[config.mk]
export PLATFORM = sky130hd
export DESIGN_NAME = base32_strict_decoder_core
export DESIGN_NICKNAME = d
export VERILOG_FILES = /design/src/hdl/b32d_pkg.sv /design/src/hdl/b32d_cfg.sv /design/src/hdl/b32d_decode.sv /design/src/hdl/b32d_emit.sv /design/src/hdl/base32_strict_decoder_core.sv
export SDC_FILE = /design/constraint.sdc
export NUM_CORES = 1
export LEC_CHECK = 0
export BUFFER_PORTS_ARGS = -buffer_cell sky130_fd_sc_hd__clkbuf_2
export CELL_PAD_IN_SITES_DETAIL_PLACEMENT = 1
export CELL_PAD_IN_SITES_GLOBAL_PLACEMENT = 1
export CORE_MARGIN = 8
export CORE_UTILIZATION = 51
export DETAILED_ROUTE_END_ITERATION = 16
export GPL_ROUTABILITY_DRIVEN = 0
export GPL_TIMING_DRIVEN = 1
export HOLD_SLACK_MARGIN = 0.02
export PLACE_DENSITY = 0.87
export SLEW_MARGIN = 15
export SYNTH_ARGS = -nofsm -noshare
export SYNTH_HDL_FRONTEND = slang
export SYNTH_SLANG_ARGS = --single-unit
[constraint.sdc]
create_clock -name clk -period 14.2 [get_ports clk]
set_clock_uncertainty 0.1 [all_clocks]
set_input_delay 0 -clock clk [delete_from_list [all_inputs] [get_ports clk]]
set_output_delay 0 -clock clk [all_outputs]
set_load 0.02 [all_outputs]
[src/hdl/b32d_pkg.sv]
// Shared types, constants and decode functions for the base32 decoder.
package b32d_pkg;

	// Field and storage widths
	localparam int unsigned IDX_W    = 21;
	localparam int unsigned GROUP_W  = 40;
	localparam int unsigned CFG_AW   = 3;
	localparam int unsigned CFG_DW   = 32;
	localparam longint unsigned MAX_TEXT_CHARS_DEF = 64'd1048576;

	// Character constants
	localparam logic [7:0] PAD_CHAR  = 8'h3D;
	localparam logic [7:0] ASCII_TOP = 8'h7F;

	// Register index of the alphabet select
	localparam logic REG_HEX_MODE = 1'b0;

	typedef enum logic [2:0] {
		ERR_OK           = 3'd0,
		ERR_INVALID_CHAR = 3'd1,
		ERR_DATA_AFTER   = 3'd2,
		ERR_PAD_NOT_LAST = 3'd3,
		ERR_BAD_SHAPE    = 3'd4,
		ERR_PAD_BITS     = 3'd5,
		ERR_PAD_SHORT    = 3'd6,
		ERR_LENGTH       = 3'd7
	} err_code_t;

	typedef struct packed {
		logic              valid;
		err_code_t         code;
		logic [IDX_W-1:0]  index;
	} offence_t;

	// Result bundle of one character: up to five bytes, then maybe a status
	typedef struct packed {
		logic [2:0]         nbytes;
		logic               status;
		err_code_t          code;
		logic [IDX_W-1:0]   index;
		logic [GROUP_W-1:0] word;
	} bundle_t;

	typedef struct packed {
		logic       ok;
		logic [4:0] val;
	} char_val_t;

	typedef struct packed {
		logic       ok;
		logic [2:0] nbytes;
		logic [3:0] mask;
	} shape_t;

	// Value of a character in the selected alphabet
	function automatic char_val_t char_value(input logic [7:0] c, input logic hex);
		char_val_t r;
		r = '{ok: 1'b0, val: 5'd0};
		if (c <= ASCII_TOP) begin
			if (hex) begin
				if (c >= 8'h30 && c <= 8'h39) begin
					r = '{ok: 1'b1, val: 5'(c - 8'h30)};
				end else if (c >= 8'h41 && c <= 8'h56) begin
					r = '{ok: 1'b1, val: 5'(c - 8'h41 + 8'd10)};
				end
			end else begin
				if (c >= 8'h41 && c <= 8'h5A) begin
					r = '{ok: 1'b1, val: 5'(c - 8'h41)};
				end else if (c >= 8'h32 && c <= 8'h37) begin
					r = '{ok: 1'b1, val: 5'(c - 8'h32 + 8'd26)};
				end
			end
		end
		return r;
	endfunction

	// Byte count and low pad-bit mask of a padded group by its data count
	function automatic shape_t group_shape(input logic [2:0] dc);
		shape_t r;
		case (dc)
			3'd2: r = '{ok: 1'b1, nbytes: 3'd1, mask: 4'h3};
			3'd4: r = '{ok: 1'b1, nbytes: 3'd2, mask: 4'hF};
			3'd5: r = '{ok: 1'b1, nbytes: 3'd3, mask: 4'h1};
			3'd7: r = '{ok: 1'b1, nbytes: 3'd4, mask: 4'h7};
			default: r = '{ok: 1'b0, nbytes: 3'd0, mask: 4'h0};
		endcase
		return r;
	endfunction

endpackage

[src/hdl/b32d_cfg.sv]
// APB-style configuration register holding the alphabet select.
module b32d_cfg
	import b32d_pkg::*;
(
	input  logic              clk,
	input  logic              arst_n,
	input  logic              psel,
	input  logic              penable,
	input  logic              pwrite,
	input  logic [CFG_AW-1:0] paddr,
	input  logic [CFG_DW-1:0] pwdata,
	output logic [CFG_DW-1:0] prdata,
	output logic              pready,
	output logic              hex_mode
);

	logic hex_mode_q;
	logic wr_en;

	assign pready = 1'b1;
	assign wr_en  = psel && penable && pwrite && (paddr[2] == REG_HEX_MODE);

	// Write the alphabet select
	always_ff @(posedge clk or negedge arst_n) begin
		if (!arst_n) begin
			hex_mode_q <= 1'b0;
		end else if (wr_en) begin
			hex_mode_q <= pwdata[0];
		end
	end

	// Read back
	always_comb begin
		prdata = '0;
		if (paddr[2] == REG_HEX_MODE) begin
			prdata[0] = hex_mode_q;
		end
	end

	assign hex_mode = hex_mode_q;

endmodule

[src/hdl/b32d_decode.sv]
// Input register, group state and per-character decode into a result bundle.
module b32d_decode
	import b32d_pkg::*;
#(
	parameter longint unsigned MAX_TEXT_CHARS = MAX_TEXT_CHARS_DEF
) (
	input  logic       clk,
	input  logic       arst_n,
	input  logic       hex_mode,
	input  logic       in_valid,
	output logic       in_stall,
	input  logic [7:0] char_code,
	input  logic       end_of_text,
	input  logic       emit_ready,
	output logic       push,
	output bundle_t    bundle
);

	localparam int unsigned POS_W = $clog2(MAX_TEXT_CHARS + 64'd1);
	localparam logic [POS_W-1:0] MAX_POS = POS_W'(MAX_TEXT_CHARS);
	localparam logic [IDX_W-1:0] MAX_IDX = IDX_W'(MAX_TEXT_CHARS);

	// Input stage
	logic       vld_s1;
	logic [7:0] char_s1;
	logic       end_s1;

	// Group and text state
	logic [GROUP_W-1:0] gbits_q, gbits_n;
	logic [2:0]         gpos_q, gpos_n;
	logic               pad_seen_q, pad_seen_n;
	logic [2:0]         pad_slot_q, pad_slot_n;
	logic [POS_W-1:0]   tpos_q, tpos_n;
	offence_t           full_q, full_n;
	offence_t           short_q, short_n;
	offence_t           lat_q, lat_n;

	logic               has_items;
	logic               adv;
	logic               in_xfer;
	char_val_t          cv;
	shape_t             shp;
	logic               group_done;
	logic [IDX_W-1:0]   idx;
	logic [IDX_W-1:0]   pad_at_idx;
	logic [GROUP_W-1:0] padded_word;
	bundle_t            bnd;

	assign cv  = char_value(char_s1, hex_mode);
	assign idx = IDX_W'(tpos_q);

	// Decode one character against the current group
	always_comb begin
		gbits_n     = gbits_q;
		gpos_n      = gpos_q;
		pad_seen_n  = pad_seen_q;
		pad_slot_n  = pad_slot_q;
		tpos_n      = tpos_q;
		full_n      = full_q;
		short_n     = short_q;
		lat_n       = lat_q;
		group_done  = 1'b0;
		pad_at_idx  = '0;
		shp         = group_shape(3'd0);
		padded_word = '0;
		bnd         = '{nbytes: 3'd0, status: 1'b0, code: ERR_OK, index: '0, word: '0};

		if (!lat_q.valid) begin
			if (tpos_q >= MAX_POS) begin
				lat_n = '{valid: 1'b1, code: ERR_LENGTH, index: MAX_IDX};
			end else begin
				tpos_n = tpos_q + POS_W'(1);
				if (char_s1 == PAD_CHAR) begin
					if (!pad_seen_q) begin
						pad_seen_n = 1'b1;
						pad_slot_n = gpos_q;
					end
					if (!short_q.valid) begin
						short_n = '{valid: 1'b1, code: ERR_PAD_SHORT, index: idx};
					end
				end else if (!cv.ok) begin
					if (!full_q.valid) begin
						full_n = '{valid: 1'b1, code: ERR_INVALID_CHAR, index: idx};
					end
					if (!short_q.valid) begin
						short_n = '{valid: 1'b1, code: ERR_INVALID_CHAR, index: idx};
					end
				end else if (pad_seen_q) begin
					if (!full_q.valid) begin
						full_n = '{valid: 1'b1, code: ERR_DATA_AFTER, index: idx};
					end
				end else begin
					gbits_n = {gbits_q[GROUP_W-6:0], cv.val};
				end

				if (gpos_q == 3'd7) begin
					group_done = 1'b1;
					pad_at_idx = idx - IDX_W'(7) + IDX_W'(pad_slot_n);
					shp        = group_shape(pad_slot_n);
					// Left-align the data bits of a padded group
					case (pad_slot_n)
						3'd2:    padded_word = {gbits_n[9:0], 30'd0};
						3'd4:    padded_word = {gbits_n[19:0], 20'd0};
						3'd5:    padded_word = {gbits_n[24:0], 15'd0};
						3'd7:    padded_word = {gbits_n[34:0], 5'd0};
						default: padded_word = '0;
					endcase
					if (full_n.valid) begin
						lat_n = full_n;
					end else if (!pad_seen_n) begin
						bnd.nbytes = 3'd5;
						bnd.word   = gbits_n;
					end else if (!end_s1) begin
						lat_n = '{valid: 1'b1, code: ERR_PAD_NOT_LAST, index: pad_at_idx};
					end else if (!shp.ok) begin
						lat_n = '{valid: 1'b1, code: ERR_BAD_SHAPE, index: pad_at_idx};
					end else if ((gbits_n[3:0] & shp.mask) != 4'h0) begin
						lat_n = '{valid: 1'b1, code: ERR_PAD_BITS,
							index: pad_at_idx - IDX_W'(1)};
					end else begin
						bnd.nbytes = shp.nbytes;
						bnd.word   = padded_word;
					end
					gpos_n        = 3'd0;
					pad_seen_n    = 1'b0;
					full_n.valid  = 1'b0;
					short_n.valid = 1'b0;
				end else begin
					gpos_n = gpos_q + 3'd1;
				end

				if (end_s1 && !group_done) begin
					if (short_n.valid) begin
						lat_n = short_n;
					end else begin
						lat_n = '{valid: 1'b1, code: ERR_LENGTH, index: idx + IDX_W'(1)};
					end
				end
			end
		end

		// End mark: report status and restart for the next text
		if (end_s1) begin
			bnd.status = 1'b1;
			if (lat_n.valid) begin
				bnd.code  = lat_n.code;
				bnd.index = lat_n.index;
			end
			tpos_n        = '0;
			lat_n.valid   = 1'b0;
			gpos_n        = 3'd0;
			pad_seen_n    = 1'b0;
			full_n.valid  = 1'b0;
			short_n.valid = 1'b0;
		end
	end

	// Advance when the bundle is empty or the emitter can take it
	assign has_items = (bnd.nbytes != 3'd0) || bnd.status;
	assign adv       = vld_s1 && (!has_items || emit_ready);
	assign in_stall  = vld_s1 && !adv;
	assign in_xfer   = in_valid && !in_stall;
	assign push      = adv && has_items;
	assign bundle    = bnd;

	// Input register
	always_ff @(posedge clk or negedge arst_n) begin
		if (!arst_n) begin
			vld_s1 <= 1'b0;
		end else if (in_xfer) begin
			vld_s1 <= 1'b1;
		end else if (adv) begin
			vld_s1 <= 1'b0;
		end
	end

	always_ff @(posedge clk) begin
		if (in_xfer) begin
			char_s1 <= char_code;
			end_s1  <= end_of_text;
		end
	end

	// Update decoder state
	always_ff @(posedge clk or negedge arst_n) begin
		if (!arst_n) begin
			gpos_q     <= 3'd0;
			pad_seen_q <= 1'b0;
			pad_slot_q <= 3'd0;
			tpos_q     <= '0;
			full_q     <= '{valid: 1'b0, code: ERR_OK, index: '0};
			short_q    <= '{valid: 1'b0, code: ERR_OK, index: '0};
			lat_q      <= '{valid: 1'b0, code: ERR_OK, index: '0};
		end else if (adv) begin
			gpos_q     <= gpos_n;
			pad_seen_q <= pad_seen_n;
			pad_slot_q <= pad_slot_n;
			tpos_q     <= tpos_n;
			full_q     <= full_n;
			short_q    <= short_n;
			lat_q      <= lat_n;
		end
	end

	always_ff @(posedge clk) begin
		if (adv) begin
			gbits_q <= gbits_n;
		end
	end

endmodule

[src/hdl/b32d_emit.sv]
// Result register that hands a bundle out one item per transfer.
module b32d_emit
	import b32d_pkg::*;
(
	input  logic             clk,
	input  logic             arst_n,
	input  logic             push,
	input  bundle_t          bundle,
	output logic             emit_ready,
	output logic             out_valid,
	input  logic             out_stall,
	output logic [7:0]       data_byte,
	output logic             byte_valid,
	output logic             done_res,
	output logic [2:0]       error_code,
	output logic [IDX_W-1:0] error_index
);

	logic       busy_s2;
	logic [2:0] ptr_s2;
	bundle_t    bnd_s2;
	logic [2:0] items;
	logic       last;
	logic       out_xfer;
	logic       is_byte;

	assign items      = bnd_s2.nbytes + {2'b00, bnd_s2.status};
	assign last       = (ptr_s2 + 3'd1) == items;
	assign out_valid  = busy_s2;
	assign out_xfer   = busy_s2 && !out_stall;
	assign emit_ready = !busy_s2 || (out_xfer && last);

	// Load a new bundle, step through its items, free on the last transfer
	always_ff @(posedge clk or negedge arst_n) begin
		if (!arst_n) begin
			busy_s2 <= 1'b0;
			ptr_s2  <= 3'd0;
		end else if (push) begin
			busy_s2 <= 1'b1;
			ptr_s2  <= 3'd0;
		end else if (out_xfer && last) begin
			busy_s2 <= 1'b0;
			ptr_s2  <= 3'd0;
		end else if (out_xfer) begin
			ptr_s2 <= ptr_s2 + 3'd1;
		end
	end

	always_ff @(posedge clk) begin
		if (push) begin
			bnd_s2 <= bundle;
		end
	end

	// Select the current item
	assign is_byte = ptr_s2 < bnd_s2.nbytes;

	always_comb begin
		data_byte = 8'd0;
		if (is_byte) begin
			case (ptr_s2)
				3'd0:    data_byte = bnd_s2.word[39:32];
				3'd1:    data_byte = bnd_s2.word[31:24];
				3'd2:    data_byte = bnd_s2.word[23:16];
				3'd3:    data_byte = bnd_s2.word[15:8];
				3'd4:    data_byte = bnd_s2.word[7:0];
				default: data_byte = 8'd0;
			endcase
		end
	end

	assign byte_valid  = is_byte;
	assign done_res    = !is_byte;
	assign error_code  = is_byte ? ERR_OK : bnd_s2.code;
	assign error_index = is_byte ? '0 : bnd_s2.index;

endmodule

[src/hdl/base32_strict_decoder_core.sv]
// Top level of the strict base32 decoder: configuration, decode and result stages.
//
// Feed text one character per transfer on char_code/end_of_text (in_valid,
// in_stall); end_of_text marks the last character. Results leave on the
// output channel (out_valid, out_stall): data bytes with byte_valid high,
// and after each end mark one status item with done_res high, carrying
// error_code and error_index. On an error status the consumer drops the
// bytes already received for that text.
// The hex_mode register (APB, byte address 0) picks the standard or the
// hex alphabet; write it only between texts.
// An accepted character is registered in the input stage and decoded
// there; its results are registered in the result stage and shown from it.
// Throughput: one character per cycle while in_stall is low. A character
// that yields results keeps the result stage until all its items (up to
// six) have been transferred; a following character with results of its own
// waits in the input stage meanwhile, characters without results pass on.
// Reset clears both stages, the group state and the register; a new text
// starts. A stalled receiver holds the current item and, once the input
// stage backs up, raises in_stall.
module base32_strict_decoder_core
	import b32d_pkg::*;
#(
	parameter longint unsigned MAX_TEXT_CHARS = MAX_TEXT_CHARS_DEF
) (
	input  logic              clk,
	input  logic              arst_n,
	input  logic              psel,
	input  logic              penable,
	input  logic              pwrite,
	input  logic [CFG_AW-1:0] paddr,
	input  logic [CFG_DW-1:0] pwdata,
	output logic [CFG_DW-1:0] prdata,
	output logic              pready,
	input  logic              in_valid,
	output logic              in_stall,
	input  logic [7:0]        char_code,
	input  logic              end_of_text,
	output logic              out_valid,
	input  logic              out_stall,
	output logic [7:0]        data_byte,
	output logic              byte_valid,
	output logic              done_res,
	output logic [2:0]        error_code,
	output logic [IDX_W-1:0]  error_index
);

	logic    hex_mode;
	logic    emit_ready;
	logic    push;
	bundle_t bundle;

	b32d_cfg u_cfg (
		.clk          (clk),
		.arst_n       (arst_n),
		.psel         (psel),
		.penable      (penable),
		.pwrite       (pwrite),
		.paddr        (paddr),
		.pwdata       (pwdata),
		.prdata       (prdata),
		.pready       (pready),
		.hex_mode     (hex_mode)
	);

	b32d_decode #(
		.MAX_TEXT_CHARS (MAX_TEXT_CHARS)
	) u_decode (
		.clk          (clk),
		.arst_n       (arst_n),
		.hex_mode     (hex_mode),
		.in_valid     (in_valid),
		.in_stall     (in_stall),
		.char_code    (char_code),
		.end_of_text  (end_of_text),
		.emit_ready   (emit_ready),
		.push         (push),
		.bundle       (bundle)
	);

	b32d_emit u_emit (
		.clk         (clk),
		.arst_n      (arst_n),
		.push        (push),
		.bundle      (bundle),
		.emit_ready  (emit_ready),
		.out_valid   (out_valid),
		.out_stall   (out_stall),
		.data_byte   (data_byte),
		.byte_valid  (byte_valid),
		.done_res    (done_res),
		.error_code  (error_code),
		.error_index (error_index)
	);

endmodule

==> results_dict.tcl <==
set metrics [dict create \
    io_buffers 54 \
    path_class "flip-flop to flip-flop" \
    drt_first_pass_iters 6 \
    cp_top_family "simple AND/OR/NAND/NOR gates" \
    vias_per_cell 6.929 \
    die_h_um 187.0 \
    hp-class "primary input to flip-flop" \
    cp.required_ps 14530 \
    cp_cell_sequence "or3b_1 > nor3_4 > mux2_4 > inv_2 > ha_1 > inv_1 > fa_1 > a211oi_1 > xor2_1 > nor2_1 > nor4bb_1 > o2111ai_1 > nor4b_1 > xor2_1 > a31oi_1 > o21bai_1 > a32o_1" \
    die_width_um 187.0 \
    fin_hold_ws_ps 74.48 \
    synth_compound_area_share_pct 22.22 \
    maxSlewHeadroom_pct 29.68 \
    synthMuxAreaShare_pct 6.095 \
    clock-sinks 226 \
    wl_per_cell_um 27.18 \
    crit_path_frequent_cell "xor2_1" \
    core_area_um2 28780 \
    setup_viol 0 \
    numPlacedInstances 2004 \
    rsz0062_at_grt "no" \
    avgSynthCellArea_um2 9.000 \
    end_kind "flip-flop" \
    stdcell_count 2071 \
    grt_overflow 0 \
    grt_pass1_wl_um 86560 \
    num_antenna_cells 0 \
    worstSkewPairLatency_ps 550 \
    worstMarginPinSlew_ps 1051 \
    ys_ff_latch 226 \
    status "completed" \
    fp.dieArea_um2 34950 \
    numCtsBuffers 27 \
    multi_input_area_um2 7807 \
    min_period_ps 7257 \
    worstPathBufferInverterCount 2 \
    io_pins 120 \
    rrSetupSlack_ps 6940 \
    synth_warnings 0 \
    fin_nets 1741 \
    antenna_left 0 \
    setup-tns-final_ps 0 \
    drv_cap 0 \
    max_freq_mhz 137.8 \
    cp_slowest_cell "nor4bb_1" \
    place_hpwl_um 36450 \
    cts_max_level 1 \
    vias 14350 \
    ir_worst_vdd_mv 0.1111 \
    drv_slew 0 \
    synth_edf_count 117 \
    syn_inst 1656 \
    row_count 62 \
    synth-simple-area-share_pct 17.93 \
    cp_max_fo 20 \
    tritoncts "yes" \
    start_kind "flip-flop" \
    synthAdderAreaFrac_pct 2.065 \
    antenna_found_initial 0 \
    grt_pass1_vias 14770 \
    power.total_mw 3.293 \
    first_iter_violations 1695 \
    clkTransAtPathRegs_ps 60 \
    routed_wl_um 56300 \
    p_per_area_nw_per_um2 202.2 \
    area_growth_pct 9.310 \
    mostFrequentLayoutCells "nand2_1, edfxtp_1, nor2_1" \
    clockBufferDepth 3 \
    final_common_cell "nand2_1" \
    start_util_pct 51.79 \
    synth_area_um2 14900 \
    cp.arrival_ps 7590 \
    synthXorXnorAreaFrac_pct 3.089 \
    synthFlopType "edfxtp_1" \
    ys_types 100 \
    async_flop_share_pct 48.23 \
    hold_viol_final 0 \
    p_leak_nw 6.581 \
    seqCellArea_um2 6241 \
    grt_start_max_net_pins 69 \
    fill_cells 3338 \
    clock-root-buffer "clkbuf_16" \
    grt_use_total_pct 30.95 \
    period_share_pct 51.11 \
    slowest_delay_ps 810 \
    layout-drive-gt1-share_pct 11.91 \
    drcViolationCount 0 \
    yosysSeqAreaShare_pct 41.87 \
    synth_top_family_by_area "compound AO/OA/AOI/OAI gates" \
]
[cells by family after synthesis]
kind of cell | count (synthesis)
buffers and inverters | 220
xor gates and xnor gates | 51
DFF | 226
and+or+nand+nor | 554
other | 2
AOI/OAI and AO/OA | 495
muxes | 84
adders and majority gates | 24
[power by group]
part / switching [mW] / total, mW / internal [mW]
combinational: 1.05 / 1.54 / 0.496
clock: 0.280 / 0.659 / 0.379
sequential: 0.183 / 1.09 / 0.909
[through the flow]
stage / setup WS (ps) / instance area (µm²) / utilization (%)
after global routing: 6734 / 16290 / 56.61
after detailed placement: 7387 / 15300 / 53.16
final: 6943 / 16290 / 56.61
after CTS: 7271 / 16290 / 56.61
after global placement: 7657 / 15300 / 53.16
after floorplan: 7983 / 15020 / -
[synthesized netlist by cell type (13+ instances only)]
master	number	share of area [%]
a211oi_1	18	0.91
a21o_1	15	0.76
a21oi_1	99	3.3
a22oi_1	17	0.86
a31oi_1	35	1.5
a32oi_1	15	0.88
and2_1	35	1.5
and3_1	19	0.80
buf_2	24	0.81
buf_4	33	1.7
clkbuf_1	83	2.1
dfrtp_1	109	18
edfxtp_1	117	24
ha_1	23	1.9
inv_1	60	1.5
mux2_2	40	3.0
mux2i_1	42	2.8
nand2_1	201	5.1
nand3_1	47	1.6
nand4_1	13	0.55
nor2_1	115	2.9
nor3_1	39	1.3
o211ai_1	14	0.71
o21ai_0	112	3.8
o22ai_1	34	1.4
or3_1	15	0.63
xnor2_1	33	1.9
xor2_1	17	1.0
[metal layers]
layer,GRT usage [%],part of all wire (%),wire length [µm],up-vias
li1,-,-,-,6068
met1,36.48,37,20930,7179
met2,52.22,48,26850,825
met3,5.034,8.1,4576,277
met4,19.43,7.0,3939,0
met5,0,0,0,-
[sequential cells by signal (all words and copies together), names as in the netlist]
name                 flops
u_emit.bnd_s2           68
u_decode.gbits_q        40
u_decode.full_q         25
u_decode.lat_q          25
u_decode.short_q        25
u_decode.idx            21
u_decode.char_s1         8
u_decode.gpos_q          3
u_decode.pad_slot_q      3
u_emit.ptr_s2            3
u_cfg.hex_mode           1
u_decode.end_s1          1
u_decode.pad_seen_q      1
u_decode.vld_s1          1
u_emit.out_valid         1
[worst reg2reg max path, delay by kind of cell (launching register included)]
kind                     cells  cell delay [ps]
flip-flops                   1              580
adder cells (fa/ha/maj)      2              810
XOR/XNOR                     2              380
buffers and inverters        2              470
AO/OA/AOI/OAI                5             1580
AND/OR/NAND/NOR              5             2770
multiplexers                 1              450
[area by class of cell]
type / count / area share, %
clock inverters: 11 / 0.4915
clock buffers: 39 / 4.546
repair buffers: 104 / 4.239
flip-flops and latches: 226 / 38.31
multi-input cells: 1240 / 47.92
well taps: 384 / 2.949
inverters: 67 / 1.544
[final timing paths]
check / end / cells past startpoint / from
setup / recovery: u_decode.lat_q[19] / 17 / u_decode.char_s1[7]
hold / removal: u_decode.char_s1[4] / 2 / char_code[4]
setup reg to reg: u_decode.lat_q[19] / 17 / u_decode.char_s1[7]
hold reg to reg: u_decode.full_q[0] / 2 / u_decode.full_q[0]
max in group asynchronous: u_decode.lat_q[24] / 4 / arst_n
min in group asynchronous: u_decode.short_q[12] / 3 / arst_n
[repair_timing]
action / in CTS / in global routing
hold buffers: 17 / 0
resized for setup: 0 / 0
endpoints found under the hold margin: 77 / 0
setup buffers: 0 / 0
Power figures use the tool's default switching activity.
